### config.mk
export PLATFORM = sky130hd
export DESIGN_NAME = three_digit_seven_segment_formatter_core_flat
export DESIGN_NICKNAME = d
export VERILOG_FILES = /design/src/tdsf_pkg.sv /design/src/tdsf_cmd_if.sv /design/src/tdsf_seg_if.sv /design/src/three_digit_seven_segment_formatter_core.sv /design/src/flat_wrapper.sv
export SDC_FILE = /design/constraint.sdc
export NUM_CORES = 1
export LEC_CHECK = 0
export BUFFER_PORTS_ARGS = -buffer_cell sky130_fd_sc_hd__buf_2
export CORE_MARGIN = 3
export CORE_UTILIZATION = 44
export DETAILED_ROUTE_END_ITERATION = 8
export PLACE_DENSITY = 0.64
export SLEW_MARGIN = 20
export SYNTH_ARGS = -nofsm -noshare
export SYNTH_HDL_FRONTEND = slang
export SYNTH_SLANG_ARGS = --single-unit
export TNS_END_PERCENT = 1
### constraint.sdc
create_clock -name i_clk -period 23.9 [get_ports i_clk]
set_input_delay 4.78 -clock i_clk [delete_from_list [all_inputs] [get_ports i_clk]]
set_output_delay 4.78 -clock i_clk [all_outputs]
set_load 0.01 [all_outputs]
### src/tdsf_pkg.sv
// ----------------------------------------------------------------------------
// tdsf_pkg
// Types, constants and glyph functions of the three-digit segment formatter.
// ----------------------------------------------------------------------------
package tdsf_pkg;

    // Command codes.
    typedef enum logic [1:0] {
        OP_CHARS   = 2'd0,
        OP_NUMBER  = 2'd1,
        OP_SETTING = 2'd2,
        OP_REPEAT  = 2'd3
    } t_op;

    // Point position codes.
    localparam logic [1:0] PT_NONE   = 2'd0;
    localparam logic [1:0] PT_FIRST  = 2'd1;
    localparam logic [1:0] PT_SECOND = 2'd2;
    localparam logic [1:0] PT_THIRD  = 2'd3;

    // Configuration register indexes and reset values.
    localparam logic CFG_IDX_LAYOUT   = 1'b0;
    localparam logic LAYOUT_RESET     = 1'b1;
    localparam int   PADDR_W          = 3;
    localparam int   PDATA_W          = 32;

    // Segment bits in the reversed-layout byte (top bar in the LSB).
    localparam logic [7:0] S_TOP = 8'h01;
    localparam logic [7:0] S_TR  = 8'h02;
    localparam logic [7:0] S_BR  = 8'h04;
    localparam logic [7:0] S_BOT = 8'h08;
    localparam logic [7:0] S_BL  = 8'h10;
    localparam logic [7:0] S_TL  = 8'h20;
    localparam logic [7:0] S_CEN = 8'h40;
    localparam logic [7:0] S_DP  = 8'h80;

    // Character codes used by the formatter itself.
    localparam logic [7:0] CODE_BLANK = 8'd32;
    localparam logic [7:0] CODE_MINUS = 8'd45;
    localparam logic [7:0] CODE_ZERO  = 8'd48;
    localparam logic [7:0] CODE_E     = 8'd69;
    localparam logic [7:0] CODE_R     = 8'd114;

    // Reciprocals for exact division of values up to 32768 by 10, 100, 1000.
    localparam logic [16:0] RECIP10    = 17'd52429;
    localparam int          SHIFT10    = 19;
    localparam logic [14:0] RECIP100   = 15'd20972;
    localparam int          SHIFT100   = 21;
    localparam logic [15:0] RECIP1000  = 16'd33555;
    localparam int          SHIFT1000  = 25;

    // Map a character code or raw digit value to its segment pattern.
    function automatic logic [7:0] glyph(input logic [7:0] code);
        logic [7:0] g;
        case (code)
            8'd0, "0", "O":      g = S_TOP | S_TR | S_BR | S_BOT | S_BL | S_TL;
            8'd1, "1", "i", "I": g = S_TR | S_BR;
            8'd2, "2":           g = S_TOP | S_TR | S_BOT | S_BL | S_CEN;
            8'd3, "3":           g = S_TOP | S_TR | S_BR | S_BOT | S_CEN;
            8'd4, "4":           g = S_CEN | S_TL | S_TR | S_BR;
            8'd5, "5", "s", "S": g = S_TOP | S_CEN | S_BOT | S_TL | S_BR;
            8'd6, "6":           g = S_TOP | S_CEN | S_BOT | S_TL | S_BL | S_BR;
            8'd7, "7":           g = S_TOP | S_TR | S_BR;
            8'd8, "8":           g = S_TOP | S_CEN | S_BOT | S_TL | S_TR | S_BL | S_BR;
            8'd9, "9":           g = S_TOP | S_CEN | S_TL | S_TR | S_BR;
            8'd10, ".":          g = S_DP;
            "_":                 g = S_BOT;
            "-":                 g = S_CEN;
            "=":                 g = S_BOT | S_CEN;
            "o":                 g = S_BR | S_BOT | S_BL | S_CEN;
            "A", "a":            g = S_TOP | S_TR | S_TL | S_BR | S_BL | S_CEN;
            "B", "b":            g = S_BR | S_BOT | S_BL | S_TL | S_CEN;
            "C", "c":            g = S_TOP | S_BOT | S_BL | S_TL;
            "D", "d":            g = S_TR | S_BR | S_BOT | S_BL | S_CEN;
            "E", "e":            g = S_TOP | S_BOT | S_BL | S_TL | S_CEN;
            "F", "f":            g = S_TOP | S_BL | S_TL | S_CEN;
            "G":                 g = S_TOP | S_BR | S_BOT | S_BL | S_TL;
            "g":                 g = S_TOP | S_TR | S_BR | S_BOT | S_BL | S_CEN;
            "!":                 g = S_TR | S_DP;
            "P", "p":            g = S_TOP | S_TR | S_BL | S_TL | S_CEN;
            "H":                 g = S_TR | S_BR | S_BL | S_TL | S_CEN;
            "h":                 g = S_BR | S_BL | S_TL | S_CEN;
            "L":                 g = S_BOT | S_TL | S_BL;
            "t", "T":            g = S_CEN | S_BOT | S_TL | S_BL;
            "r":                 g = S_CEN | S_BL;
            "V", "U":            g = S_BOT | S_BL | S_BR | S_TL | S_TR;
            "v", "u":            g = S_BOT | S_BL | S_BR;
            "#":                 g = 8'hFF;
            default:             g = 8'h00;
        endcase
        return g;
    endfunction

    // Bit reversal of one segment byte, for the top-bar-MSB wiring.
    function automatic logic [7:0] reverse8(input logic [7:0] v);
        logic [7:0] r;
        for (int k = 0; k < 8; k++) begin
            r[7 - k] = v[k];
        end
        return r;
    endfunction

endpackage

### src/tdsf_cmd_if.sv
// ----------------------------------------------------------------------------
// tdsf_cmd_if
// Command channel of the formatter: valid/ready plus one command.
// ----------------------------------------------------------------------------
interface tdsf_cmd_if;
    logic               valid;
    logic               ready;
    logic [1:0]         operation;
    logic [7:0]         char_a;
    logic [7:0]         char_b;
    logic [7:0]         char_c;
    logic signed [15:0] number;
    logic               zero_pad;
    logic [1:0]         point_position;

    modport source (
        output valid, operation, char_a, char_b, char_c, number, zero_pad,
               point_position,
        input  ready
    );

    modport sink (
        input  valid, operation, char_a, char_b, char_c, number, zero_pad,
               point_position,
        output ready
    );
endinterface

### src/tdsf_seg_if.sv
// ----------------------------------------------------------------------------
// tdsf_seg_if
// Result channel of the formatter: valid/ready plus three segment bytes.
// ----------------------------------------------------------------------------
interface tdsf_seg_if;
    logic       valid;
    logic       ready;
    logic [7:0] first_shifted;
    logic [7:0] second_shifted;
    logic [7:0] third_shifted;

    modport source (
        output valid, first_shifted, second_shifted, third_shifted,
        input  ready
    );

    modport sink (
        input  valid, first_shifted, second_shifted, third_shifted,
        output ready
    );
endinterface

### src/three_digit_seven_segment_formatter_core.sv
// ----------------------------------------------------------------------------
// three_digit_seven_segment_formatter_core
// Turns display commands into three segment bytes in shift order.
// ----------------------------------------------------------------------------
// Usage:
// Commands arrive on i_cmd (valid/ready). Each transfer yields exactly one
// result transfer on o_seg carrying the three bytes for the shift chain.
// The layout register at byte address 0 of the APB port selects the wiring;
// the user must write it only while no command is in flight; the block
// itself does not enforce this. A command passes through the input register,
// then through the decimal split and glyph lookup into the result register.
// Throughput is one command per cycle while o_seg is not stalled; the path
// is bounded by the constant-reciprocal multipliers of the decimal split.
// When the receiver stalls, the result register holds its bytes and the
// input register still takes one more command, after which i_cmd.ready
// drops until o_seg moves again.
// Reset empties both registers, sets the layout to reversed digits with the
// top bar in the LSB, and sets the remembered characters to blanks with no
// point.
// ----------------------------------------------------------------------------
module three_digit_seven_segment_formatter_core (
    input  logic                          i_clk,
    input  logic                          i_rst_n,
    tdsf_cmd_if.sink                      i_cmd,
    tdsf_seg_if.source                    o_seg,
    input  logic                          psel,
    input  logic                          penable,
    input  logic                          pwrite,
    input  logic [tdsf_pkg::PADDR_W-1:0]  paddr,
    input  logic [tdsf_pkg::PDATA_W-1:0]  pwdata,
    output logic [tdsf_pkg::PDATA_W-1:0]  prdata,
    output logic                          pready
);

    // Configuration and history state.
    logic               r_layout;
    logic [7:0]         r_last_chars [3];
    logic [1:0]         r_last_point;

    // Input register.
    logic               r_s1_valid;
    logic [1:0]         r_op;
    logic [7:0]         r_char_a;
    logic [7:0]         r_char_b;
    logic [7:0]         r_char_c;
    logic [15:0]        r_number;
    logic               r_zero_pad;
    logic [1:0]         r_point;

    // Result register.
    logic               r_out_valid;
    logic [7:0]         r_first;
    logic [7:0]         r_second;
    logic [7:0]         r_third;

    // Handshake control.
    logic               w_out_free;
    logic               w_s1_adv;
    logic               w_in_ready;
    logic               w_cfg_write;

    // Decimal split.
    logic               w_neg;
    logic [15:0]        w_mag;
    logic [32:0]        w_p10;
    logic [30:0]        w_p100;
    logic [31:0]        w_p1000;
    logic [13:0]        w_q10;
    logic [9:0]         w_q100;
    logic [6:0]         w_q1000;
    logic [16:0]        w_ones_full;
    logic [13:0]        w_tens_full;
    logic [9:0]         w_hund_full;
    logic [7:0]         w_ones;
    logic [7:0]         w_tens;
    logic [7:0]         w_hund;

    // Formatting results.
    logic [7:0]         n_c1;
    logic [7:0]         n_c2;
    logic [7:0]         n_c3;
    logic [1:0]         n_pt;
    logic [7:0]         w_d0;
    logic [7:0]         w_d1;
    logic [7:0]         w_d2;
    logic [7:0]         n_first;
    logic [7:0]         n_second;
    logic [7:0]         n_third;

    // Pipeline handshake: the input register moves on whenever the result
    // register is empty or being emptied.
    assign w_out_free = !r_out_valid || o_seg.ready;
    assign w_s1_adv   = r_s1_valid && w_out_free;
    assign w_in_ready = !r_s1_valid || w_out_free;
    assign i_cmd.ready = w_in_ready;

    assign o_seg.valid          = r_out_valid;
    assign o_seg.first_shifted  = r_first;
    assign o_seg.second_shifted = r_second;
    assign o_seg.third_shifted  = r_third;

    // Register access; only one register, decoded on the word address bit.
    assign pready      = 1'b1;
    assign w_cfg_write = psel && penable && pwrite
                         && (paddr[2] == tdsf_pkg::CFG_IDX_LAYOUT);
    assign prdata      = (paddr[2] == tdsf_pkg::CFG_IDX_LAYOUT)
                         ? {{(tdsf_pkg::PDATA_W-1){1'b0}}, r_layout}
                         : '0;

    // Magnitude and its decimal digits through constant reciprocals.
    always_comb begin
        w_neg   = r_number[15];
        w_mag   = w_neg ? (16'd0 - r_number) : r_number;
        w_p10   = 33'(w_mag) * 33'(tdsf_pkg::RECIP10);
        w_p100  = 31'(w_mag) * 31'(tdsf_pkg::RECIP100);
        w_p1000 = 32'(w_mag) * 32'(tdsf_pkg::RECIP1000);
        w_q10   = w_p10[32:tdsf_pkg::SHIFT10];
        w_q100  = w_p100[30:tdsf_pkg::SHIFT100];
        w_q1000 = w_p1000[31:tdsf_pkg::SHIFT1000];
        w_ones_full = 17'(w_mag) - (17'({w_q10, 3'b000}) + 17'({w_q10, 1'b0}));
        w_tens_full = w_q10 - (14'({w_q100, 3'b000}) + 14'({w_q100, 1'b0}));
        w_hund_full = w_q100 - (10'({w_q1000, 3'b000}) + 10'({w_q1000, 1'b0}));
        w_ones  = {4'd0, w_ones_full[3:0]};
        w_tens  = {4'd0, w_tens_full[3:0]};
        w_hund  = {4'd0, w_hund_full[3:0]};
    end

    // Character selection per command.
    always_comb begin
        n_c1 = r_last_chars[0];
        n_c2 = r_last_chars[1];
        n_c3 = r_last_chars[2];
        n_pt = r_last_point;
        case (tdsf_pkg::t_op'(r_op))
            tdsf_pkg::OP_CHARS: begin
                n_c1 = r_char_a;
                n_c2 = r_char_b;
                n_c3 = r_char_c;
                n_pt = r_point;
            end
            tdsf_pkg::OP_NUMBER: begin
                n_pt = tdsf_pkg::PT_NONE;
                n_c3 = w_ones;
                n_c2 = (!r_zero_pad && w_mag < 16'd10) ? tdsf_pkg::CODE_BLANK : w_tens;
                if (w_neg) begin
                    n_c1 = tdsf_pkg::CODE_MINUS;
                end else begin
                    n_c1 = (!r_zero_pad && w_mag < 16'd100)
                           ? tdsf_pkg::CODE_BLANK : w_hund;
                end
            end
            tdsf_pkg::OP_SETTING: begin
                n_pt = tdsf_pkg::PT_NONE;
                if ((w_neg && w_mag > 16'd9) || (!w_neg && w_mag > 16'd99)) begin
                    n_c1 = tdsf_pkg::CODE_E;
                    n_c2 = tdsf_pkg::CODE_R;
                    n_c3 = tdsf_pkg::CODE_R;
                end else if (w_neg) begin
                    n_c1 = r_char_a;
                    n_c2 = tdsf_pkg::CODE_MINUS;
                    n_c3 = w_ones;
                end else if (w_mag < 16'd10) begin
                    n_c1 = r_char_a;
                    n_c2 = r_zero_pad ? tdsf_pkg::CODE_ZERO : tdsf_pkg::CODE_BLANK;
                    n_c3 = w_ones;
                end else begin
                    n_c1 = r_char_a;
                    n_c2 = w_tens;
                    n_c3 = w_ones;
                end
            end
            tdsf_pkg::OP_REPEAT: begin
                n_c1 = r_last_chars[0];
            end
            default: begin
                n_c1 = r_last_chars[0];
            end
        endcase
    end

    // Glyph lookup, digit order, decimal point and bit order.
    always_comb begin
        w_d0 = tdsf_pkg::glyph(r_layout ? n_c3 : n_c1);
        w_d1 = tdsf_pkg::glyph(n_c2);
        w_d2 = tdsf_pkg::glyph(r_layout ? n_c1 : n_c3);
        if (n_pt == tdsf_pkg::PT_FIRST) begin
            w_d0 = w_d0 | tdsf_pkg::S_DP;
        end
        if (n_pt == tdsf_pkg::PT_SECOND) begin
            w_d1 = w_d1 | tdsf_pkg::S_DP;
        end
        if (n_pt == tdsf_pkg::PT_THIRD) begin
            w_d2 = w_d2 | tdsf_pkg::S_DP;
        end
        n_first  = r_layout ? w_d0 : tdsf_pkg::reverse8(w_d0);
        n_second = r_layout ? w_d1 : tdsf_pkg::reverse8(w_d1);
        n_third  = r_layout ? w_d2 : tdsf_pkg::reverse8(w_d2);
    end

    // Control state, layout register and display history.
    always_ff @(posedge i_clk) begin
        if (!i_rst_n) begin
            r_s1_valid   <= 1'b0;
            r_out_valid  <= 1'b0;
            r_layout     <= tdsf_pkg::LAYOUT_RESET;
            r_last_chars <= '{tdsf_pkg::CODE_BLANK, tdsf_pkg::CODE_BLANK,
                               tdsf_pkg::CODE_BLANK};
            r_last_point <= tdsf_pkg::PT_NONE;
        end else begin
            if (w_in_ready) begin
                r_s1_valid <= i_cmd.valid;
            end
            if (w_out_free) begin
                r_out_valid <= r_s1_valid;
            end
            if (w_cfg_write) begin
                r_layout <= pwdata[0];
            end
            if (w_s1_adv) begin
                r_last_chars <= '{n_c1, n_c2, n_c3};
                r_last_point <= n_pt;
            end
        end
    end

    // Payload registers.
    always_ff @(posedge i_clk) begin
        if (i_cmd.valid && w_in_ready) begin
            r_op       <= i_cmd.operation;
            r_char_a   <= i_cmd.char_a;
            r_char_b   <= i_cmd.char_b;
            r_char_c   <= i_cmd.char_c;
            r_number   <= i_cmd.number;
            r_zero_pad <= i_cmd.zero_pad;
            r_point    <= i_cmd.point_position;
        end
        if (w_s1_adv) begin
            r_first  <= n_first;
            r_second <= n_second;
            r_third  <= n_third;
        end
    end

endmodule

### src/flat_wrapper.sv
// flat-port wrapper written by rule: the top's interface ports become plain ports
module three_digit_seven_segment_formatter_core_flat 
  (i_clk, i_rst_n, psel, penable, pwrite, paddr, pwdata, prdata, pready, i_cmd_valid, i_cmd_operation, i_cmd_char_a, i_cmd_char_b, i_cmd_char_c, i_cmd_number, i_cmd_zero_pad, i_cmd_point_position, i_cmd_ready, o_seg_valid, o_seg_first_shifted, o_seg_second_shifted, o_seg_third_shifted, o_seg_ready);
  tdsf_cmd_if i_cmd_i ();
  tdsf_seg_if o_seg_i ();
  input  logic i_clk;
  input  logic i_rst_n;
  input  logic psel;
  input  logic penable;
  input  logic pwrite;
  input  logic [tdsf_pkg::PADDR_W-1:0] paddr;
  input  logic [tdsf_pkg::PDATA_W-1:0] pwdata;
  output logic [tdsf_pkg::PDATA_W-1:0] prdata;
  output logic pready;
  input wire logic [$bits(i_cmd_i.valid)-1:0] i_cmd_valid;
  input wire logic [$bits(i_cmd_i.operation)-1:0] i_cmd_operation;
  input wire logic [$bits(i_cmd_i.char_a)-1:0] i_cmd_char_a;
  input wire logic [$bits(i_cmd_i.char_b)-1:0] i_cmd_char_b;
  input wire logic [$bits(i_cmd_i.char_c)-1:0] i_cmd_char_c;
  input wire logic [$bits(i_cmd_i.number)-1:0] i_cmd_number;
  input wire logic [$bits(i_cmd_i.zero_pad)-1:0] i_cmd_zero_pad;
  input wire logic [$bits(i_cmd_i.point_position)-1:0] i_cmd_point_position;
  output wire logic [$bits(i_cmd_i.ready)-1:0] i_cmd_ready;
  output wire logic [$bits(o_seg_i.valid)-1:0] o_seg_valid;
  output wire logic [$bits(o_seg_i.first_shifted)-1:0] o_seg_first_shifted;
  output wire logic [$bits(o_seg_i.second_shifted)-1:0] o_seg_second_shifted;
  output wire logic [$bits(o_seg_i.third_shifted)-1:0] o_seg_third_shifted;
  input wire logic [$bits(o_seg_i.ready)-1:0] o_seg_ready;
  assign i_cmd_i.valid = i_cmd_valid;
  assign i_cmd_i.operation = i_cmd_operation;
  assign i_cmd_i.char_a = i_cmd_char_a;
  assign i_cmd_i.char_b = i_cmd_char_b;
  assign i_cmd_i.char_c = i_cmd_char_c;
  assign i_cmd_i.number = i_cmd_number;
  assign i_cmd_i.zero_pad = i_cmd_zero_pad;
  assign i_cmd_i.point_position = i_cmd_point_position;
  assign i_cmd_ready = i_cmd_i.ready;
  assign o_seg_valid = o_seg_i.valid;
  assign o_seg_first_shifted = o_seg_i.first_shifted;
  assign o_seg_second_shifted = o_seg_i.second_shifted;
  assign o_seg_third_shifted = o_seg_i.third_shifted;
  assign o_seg_i.ready = o_seg_ready;
  three_digit_seven_segment_formatter_core u_core (.i_clk(i_clk), .i_rst_n(i_rst_n), .i_cmd(i_cmd_i), .o_seg(o_seg_i), .psel(psel), .penable(penable), .pwrite(pwrite), .paddr(paddr), .pwdata(pwdata), .prdata(prdata), .pready(pready));
endmodule
Yosys cells after proc, flatten, opt, wreduce, memory -nomap -nowiden
Memories as Yosys holds them, arrays and structs flattened.
Index checks and enable logic that the tools add are counted.
- register bits: 98
- memory bits (read-only): 3072
- input port bits: 87
- output and inout bits: 59
- logic and storage cells: 85
- memories: 3
- add/sub/neg operators: 7
- multipliers: 3
- magnitude comparators: 4
- equality and inequality tests: 6
- multiplexer cells: 26
- bitwise gates (word level): 1
- reductions and logical operators: 18
- memories (name ; words ; width ; read ports ; clocked after Yosys merged registers in ; wr ports ; line ; RTL):
    (name not given) ; 128 ; 8 ; 1 ; 0 ; 0 ; tdsf_pkg.sv:55 ; case (code)
    (name not given) ; 128 ; 8 ; 1 ; 0 ; 0 ; tdsf_pkg.sv:55 ;
    (name not given) ; 128 ; 8 ; 1 ; 0 ; 0 ; tdsf_pkg.sv:55 ;
- operator list (cell ; number):
    $mux W8 ; 16
    $pmux W8 S3 ; 2
    $pmux W8 S4 ; 1
    $mul A16 B16 Y28 const B ; 1
    $mul A16 B13 Y23 const B ; 1
    $mul A16 B16 Y23 const B ; 1
    $gt A16 B4 Y1 const B ; 1
    $gt A16 B7 Y1 const B ; 1
    $lt A16 B4 Y1 const B ; 1
    $lt A16 B7 Y1 const B ; 1
    $mux W16 ; 1
    $sub A1 B16 Y16 const A ; 1
    $add A4 B4 Y4 ; 3
    $mux W6 ; 2
    $sub A4 B4 Y4 ; 3
    $logic_and A1 B1 Y1 ; 9
    $eq A2 B2 Y1 const B ; 4
    $mux W7 ; 1
    $mux W5 ; 1
    $eq A2 B1 Y1 const B ; 2
    $logic_not A1 Y1 ; 4
    $pmux W2 S2 ; 1
    $logic_or A1 B1 Y1 ; 3
    $logic_not A2 Y1 ; 1
    other kinds (3) ; 3

Depth between registers and ports, before layout
An unclocked memory read counts as a cell.
- word-level depth: 13
- gate-level depth with buffers: 43
- mapped depth without buffers: 40

Worst setup path before layout
OpenSTA, ideal clock, no wires.
- path type: reg-to-reg
- from: register u_core.r_number[0]
- to: register u_core.r_second[4], in the netlist u_core.o_seg.second_shifted[4] (data pin)
- setup time: 272 ps
- arrival: 9741 ps
- required time: 23628 ps
- slack: 13887 ps
- cell stages (with the launch flop): 40
- buffers on the path: 2
- period minus slack after synthesis: 10013 ps
- cells stage by stage: edfxtp_1 inv_1 ha_1 or4b_1 buf_2 o21ai_0 xnor2_1 clkinv_1 xnor2_1 fa_1 inv_1 fa_1 fa_1 fa_1 inv_1 fa_1 inv_1 ha_1 [4 not listed] o41ai_1 xnor2_1 ha_1 xor2_1 xnor2_1 xnor2_1 xnor2_1 xnor2_1 xnor2_1 xnor3_1 mux2i_1 nand2_1 buf_2 nor3_1 a211oi_1 o32a_1 nand4_1 mux2i_1
- word-level cells in the longest chain between the ends: 13
- elaborated cells between the ends (all ways): 22
- those cells by class: add/sub: 3; mul: 2; order compare: 3; mux: 9; reduce/logical: 4; memory: 1
- ends and longest elaborated chain (element ; line ; RTL):
    start, declared ; three_digit_seven_segment_formatter_core.sv:46 ; logic [15:0] r_number;
    start signal, assigned ; three_digit_seven_segment_formatter_core.sv:233 ; r_number <= i_cmd.number;
    $sub A1 B16 Y16 ; three_digit_seven_segment_formatter_core.sv:113 ; w_mag = w_neg ? (16'd0 - r_number) : r_number;
    $mux W16 (*) ; three_digit_seven_segment_formatter_core.sv:113 ;
    $mul A16 B13 Y23 ; three_digit_seven_segment_formatter_core.sv:115 ; w_p100 = 31'(w_mag) * 31'(tdsf_pkg::RECIP100);
    $add A4 B4 Y4 ; three_digit_seven_segment_formatter_core.sv:121 ; w_tens_full = w_q10 - (14'({w_q100, 3'b000}) + 14'({w_q100, 1'b0}));
    $sub A4 B4 Y4 ; three_digit_seven_segment_formatter_core.sv:121 ;
    $mux W8 ; three_digit_seven_segment_formatter_core.sv:162 ; end else if (w_mag < 16'd10) begin
    $mux W8 ; three_digit_seven_segment_formatter_core.sv:158 ; end else if (w_neg) begin
    $mux W8 ; three_digit_seven_segment_formatter_core.sv:154 ; if ((w_neg && w_mag > 16'd9) || (!w_neg && w_mag > 16'd99)) begin
    $pmux W8 S3 (*) ; three_digit_seven_segment_formatter_core.sv:134 ; case (tdsf_pkg::t_op'(r_op))
    $mem_v2 Z128 W8 ; n/a ;
    $mux W8 (*) ; tdsf_pkg.sv:55 ;
    $mux W8 (*) ; three_digit_seven_segment_formatter_core.sv:189 ; if (n_pt == tdsf_pkg::PT_SECOND) begin
    $mux W8 (*) ; three_digit_seven_segment_formatter_core.sv:196 ; n_second = r_layout ? w_d1 : tdsf_pkg::reverse8(w_d1);
    named net u_core.n_second[4] ; three_digit_seven_segment_formatter_core.sv:87 ; logic [7:0] n_second;
    end signal, assigned ; three_digit_seven_segment_formatter_core.sv:239 ; r_second <= n_second;
    end, declared ; three_digit_seven_segment_formatter_core.sv:53 ; logic [7:0] r_second;
Mark *: on every way through the listed nets, which the timed path passes. The rest lies on a longest branch.
A chain may end at the register's enable or synchronous reset.

Final worst setup path
Same ends and word-level chain as after synthesis.

==> flow_results.org <==
** Outcome
- Outcome :: completed

** Synth
- Synth Instances :: 2041
- After synthesis, the most frequently instantiated cells are 397 x sky130_fd_sc_hd__inv_1, 296 x sky130_fd_sc_hd__ha_1, 166 x sky130_fd_sc_hd__fa_1.
- Most area-hungry cell type in the Yosys netlist :: sky130_fd_sc_hd__ha_1
- Count of flip-flops with a built-in enable after synthesis :: 69
- Synthesized area divided by synthesized cell count :: 8.806 sq um
- Post-synthesis sequential element count :: 98
- Most common cell in the netlist :: sky130_fd_sc_hd__inv_1
- Unique cell type count in the Yosys netlist :: 105
- Yosys synthesis warning count :: 0
- Ranked by total cell area, the synthesized netlist is headed by sky130_fd_sc_hd__ha_1 21%, sky130_fd_sc_hd__fa_1 18%, sky130_fd_sc_hd__edfxtp_1 12%, sky130_fd_sc_hd__inv_1 8.3%, sky130_fd_sc_hd__xnor2_1 3.3%.
- Async set or reset register ratio after synthesis :: 0
- Sequential element share of the synthesized area :: 0.1476
- Dominant synthesized flop cell :: sky130_fd_sc_hd__edfxtp_1
- The synthesized netlist occupies a cell area of 17970 sq um.
- Synth top area share :: 0.2061

** Finish
- Area growth from synthesis to layout :: 6.446%
- Ratio of cells with drive above 1 in the final layout :: 0.08770
- The number of antenna diodes in the final layout is 0.
- Once layout is complete, the cells apart from fillers number 2623.
- For this run, the post-layout net count is 2642.

** Die
- The core region is 40010 sq um.
- Die width :: 208.1 microns
- The die covers 43310 sq um.
- Starting utilization of the core area :: 0.4493
- The floorplan has 73 rows.
- 146 I/O pins were placed.
- From bottom edge to top edge, the die measures 208.1 microns.

** CTS
- In this run the number of H-tree levels came out at 3.
- After clock tree synthesis, the clock-pin slew on the worst setup and hold paths is 70 ps.
- CTS Hold Bufs :: 0
- Number of clock buffers inserted by TritonCTS :: 9
- TritonCTS built the clock tree.
- In this run the post-CTS setup repair buffer count came out at 0.
- Root buffer cell :: sky130_fd_sc_hd__clkbuf_16
- The clock net in this run drives a total of 98 sinks.
- Post-CTS repair changed the size of 0 cells.
- For the worst-skew pair, the clock arrives at the later sink with an insertion delay of 360 ps.
- No sink is reached through more buffers than the 2 on the longest clock path.

** Timing
- Headroom to the max-slew limit came out at 0.2911.
- Setup violations remaining at the end of the flow were counted as 0.
- Post-route clock period utilization :: 0.5002
- Setup repair after global routing left no endpoint under its margin.
- In the final timing run, aggregate negative setup slack is 0 ps.
- In the post-route analysis, the smallest setup slack over all paths is 11950 ps.
- Transition time at the pin with the least slew margin :: 1037 ps
- Clock skew :: 13.77 ps
- Derived from the worst setup path, the maximum achievable clock frequency is 83.65 MHz.
- The routed design could run at a clock period as short as 11950 ps.
- Total count of hold-check failures in the final report :: 0
- The final max-slew violation count was 0.
- Final-layout worst hold slack :: 455.7 ps

** Setup path
- CP Class :: flop to flop
- Launching element of the worst setup path :: u_core.r_number[0]
- STA classifies the critical path endpoint as a flop.
- CP max stage delay :: 740 ps
- Endpoint of the lowest-slack register-to-register path :: u_core.o_seg.second_shifted[4]
- The setup check on the worst reg-to-reg path leaves a slack of 11950 ps.
- Data arrives at the worst endpoint at 12050 ps.
- Highest fanout seen on the critical path :: 29
- The worst register-to-register path begins at u_core.r_number[0].
- Data on the critical path is required at its endpoint by 23990 ps.
- Critical Path Source Type :: flop
- Number of cells traversed by the worst register-to-register path :: 37
- Crit-path slowest cell :: sky130_fd_sc_hd__o41ai_1
- CP most frequent cell :: sky130_fd_sc_hd__xnor2_1
- Worst setup path endpoint :: u_core.o_seg.second_shifted[4]

** Placed design
- Final weighted congestion in routability-driven placement :: 0.9484
- Detailed Place HPWL :: 40.45 mm
- Setup slack after placement :: 12080 ps
- The count of buffers added on input and output ports is 80.
- The number of placed instances, taps included, is 2607.

** Route
- Routed via count :: 14780
- The first routing iteration left 1166 violations.
- After detailed routing, the total wire length is 50.85 mm.
- Number of design rule violations left after detail routing :: 0
- First-pass DRT Iterations :: 6
- Via density per instance :: 5.633
- Number of nets with antenna violations after detailed routing :: 0
- After detailed routing, the average wire length per cell comes to 19.39 microns.

** Hold path
- The min-delay analysis places its worst path in the category flop to flop.

** GRT
- Grt total ovfl :: 0
- The first global-routing pass estimated 81.13 mm of wire.
- Largest net degree at the start of global routing :: 46
- Via count of the first global-routing pass :: 14820
- The initial antenna violation count came to 0.
- Global Route Usage Sum :: 0.2329

** Flow run
- Max-cap violations in this run came to 0.
==> worst min-delay path by stage <==
stage	startpoint	to	slack, ps	cells after the start
after floorplan	u_core.r_last_chars[5]	u_core.r_last_chars[5]	430	2
after global placement	u_core.r_last_chars[5]	u_core.r_last_chars[5]	440	2
after detailed placement	u_core.r_last_chars[12]	u_core.r_last_chars[12]	450	2
after CTS	u_core.r_last_chars[12]	u_core.r_last_chars[12]	460	2
after global routing	u_core.r_last_chars[12]	u_core.r_last_chars[12]	470	2
final	u_core.r_last_chars[12]	u_core.r_last_chars[12]	460	2
==> worst max-delay path, delay by kind of cell (launching register included) <==
family | cells | cell delay (ps)
compound gates | 6 | 2150
mux | 2 | 350
simple gates | 6 | 2100
buf+inv | 5 | 810
flops | 1 | 360
fa+ha+maj | 9 | 3720
xor+xnor | 9 | 2150
==> placed cells by master (no fill, tap or decap), types with 32 or more instances in the layout <==
master                     synthesis  routed
sky130_fd_sc_hd__nand3_1          38      38
sky130_fd_sc_hd__inv_1           397     397
sky130_fd_sc_hd__nand2_1         147     147
sky130_fd_sc_hd__buf_2            18      80
sky130_fd_sc_hd__ha_1            296     296
sky130_fd_sc_hd__nor2_1          128     128
sky130_fd_sc_hd__edfxtp_1         69      69
sky130_fd_sc_hd__xnor2_1          68      68
sky130_fd_sc_hd__conb_1            2      32
sky130_fd_sc_hd__fa_1            166     166
sky130_fd_sc_hd__nor3_1           33      33
sky130_fd_sc_hd__a21oi_1          85      85
sky130_fd_sc_hd__o21ai_0          67      67
==> cell type report <==
cell class | instances | area [sq um]
fill | 3927 | 20870
multi-input combinational | 1470 | 13400
sequential | 98 | 2653
inverter | 409 | 1538
tap | 525 | 656.9
timing repair buffer | 105 | 588.1
clock buffer | 11 | 254.0
clock inverter | 5 | 43.79
==> cells by family after synthesis <==
logic type	synth area share
AO/OA/AOI/OAI	0.1590
XOR/XNOR	0.04887
adder cells (fa/ha/maj)	0.3910
buffers and inverters	0.1133
flip-flops	0.1476
multiplexers	0.01685
other	0.0004178
AND/OR/NAND/NOR	0.1230
==> layer usage <==
metal | GRT usage | vias up | part of all wire
met3 | 0.02790 | 98 | 0.056
li1 | - | 6985 | -
met4 | 0.07138 | 0 | 0.033
met5 | 0 | - | 0
met1 | 0.3140 | 7229 | 0.44
met2 | 0.3931 | 464 | 0.47
==> state kept, by name, summed over array words and instances (netlist names) <==
signal / count
u_core.o_seg.second_shifted: 8
u_core.r_op: 2
u_core.o_seg.first_shifted: 8
u_core.o_seg.valid: 1
u_core.r_point: 2
u_core.r_char_b: 8
u_core.r_number: 16
u_core.r_layout: 1
u_core.o_seg.third_shifted: 8
u_core.r_char_c: 8
u_core.r_last_point: 2
u_core.r_zero_pad: 1
u_core.r_char_a: 8
u_core.r_last_chars: 24
u_core.r_s1_valid: 1
==> per-stage QoR <==
step                      area, sq um  utilization
after global placement          18830       0.4708
final                           19130       0.4782
after floorplan                 18090            -
after CTS                       19130       0.4782
after detailed placement        18830       0.4708
after global routing            19130       0.4782
Power is not shown: default switching activity piles up to over one toggle a cycle in this logic, so the estimate is an artifact.
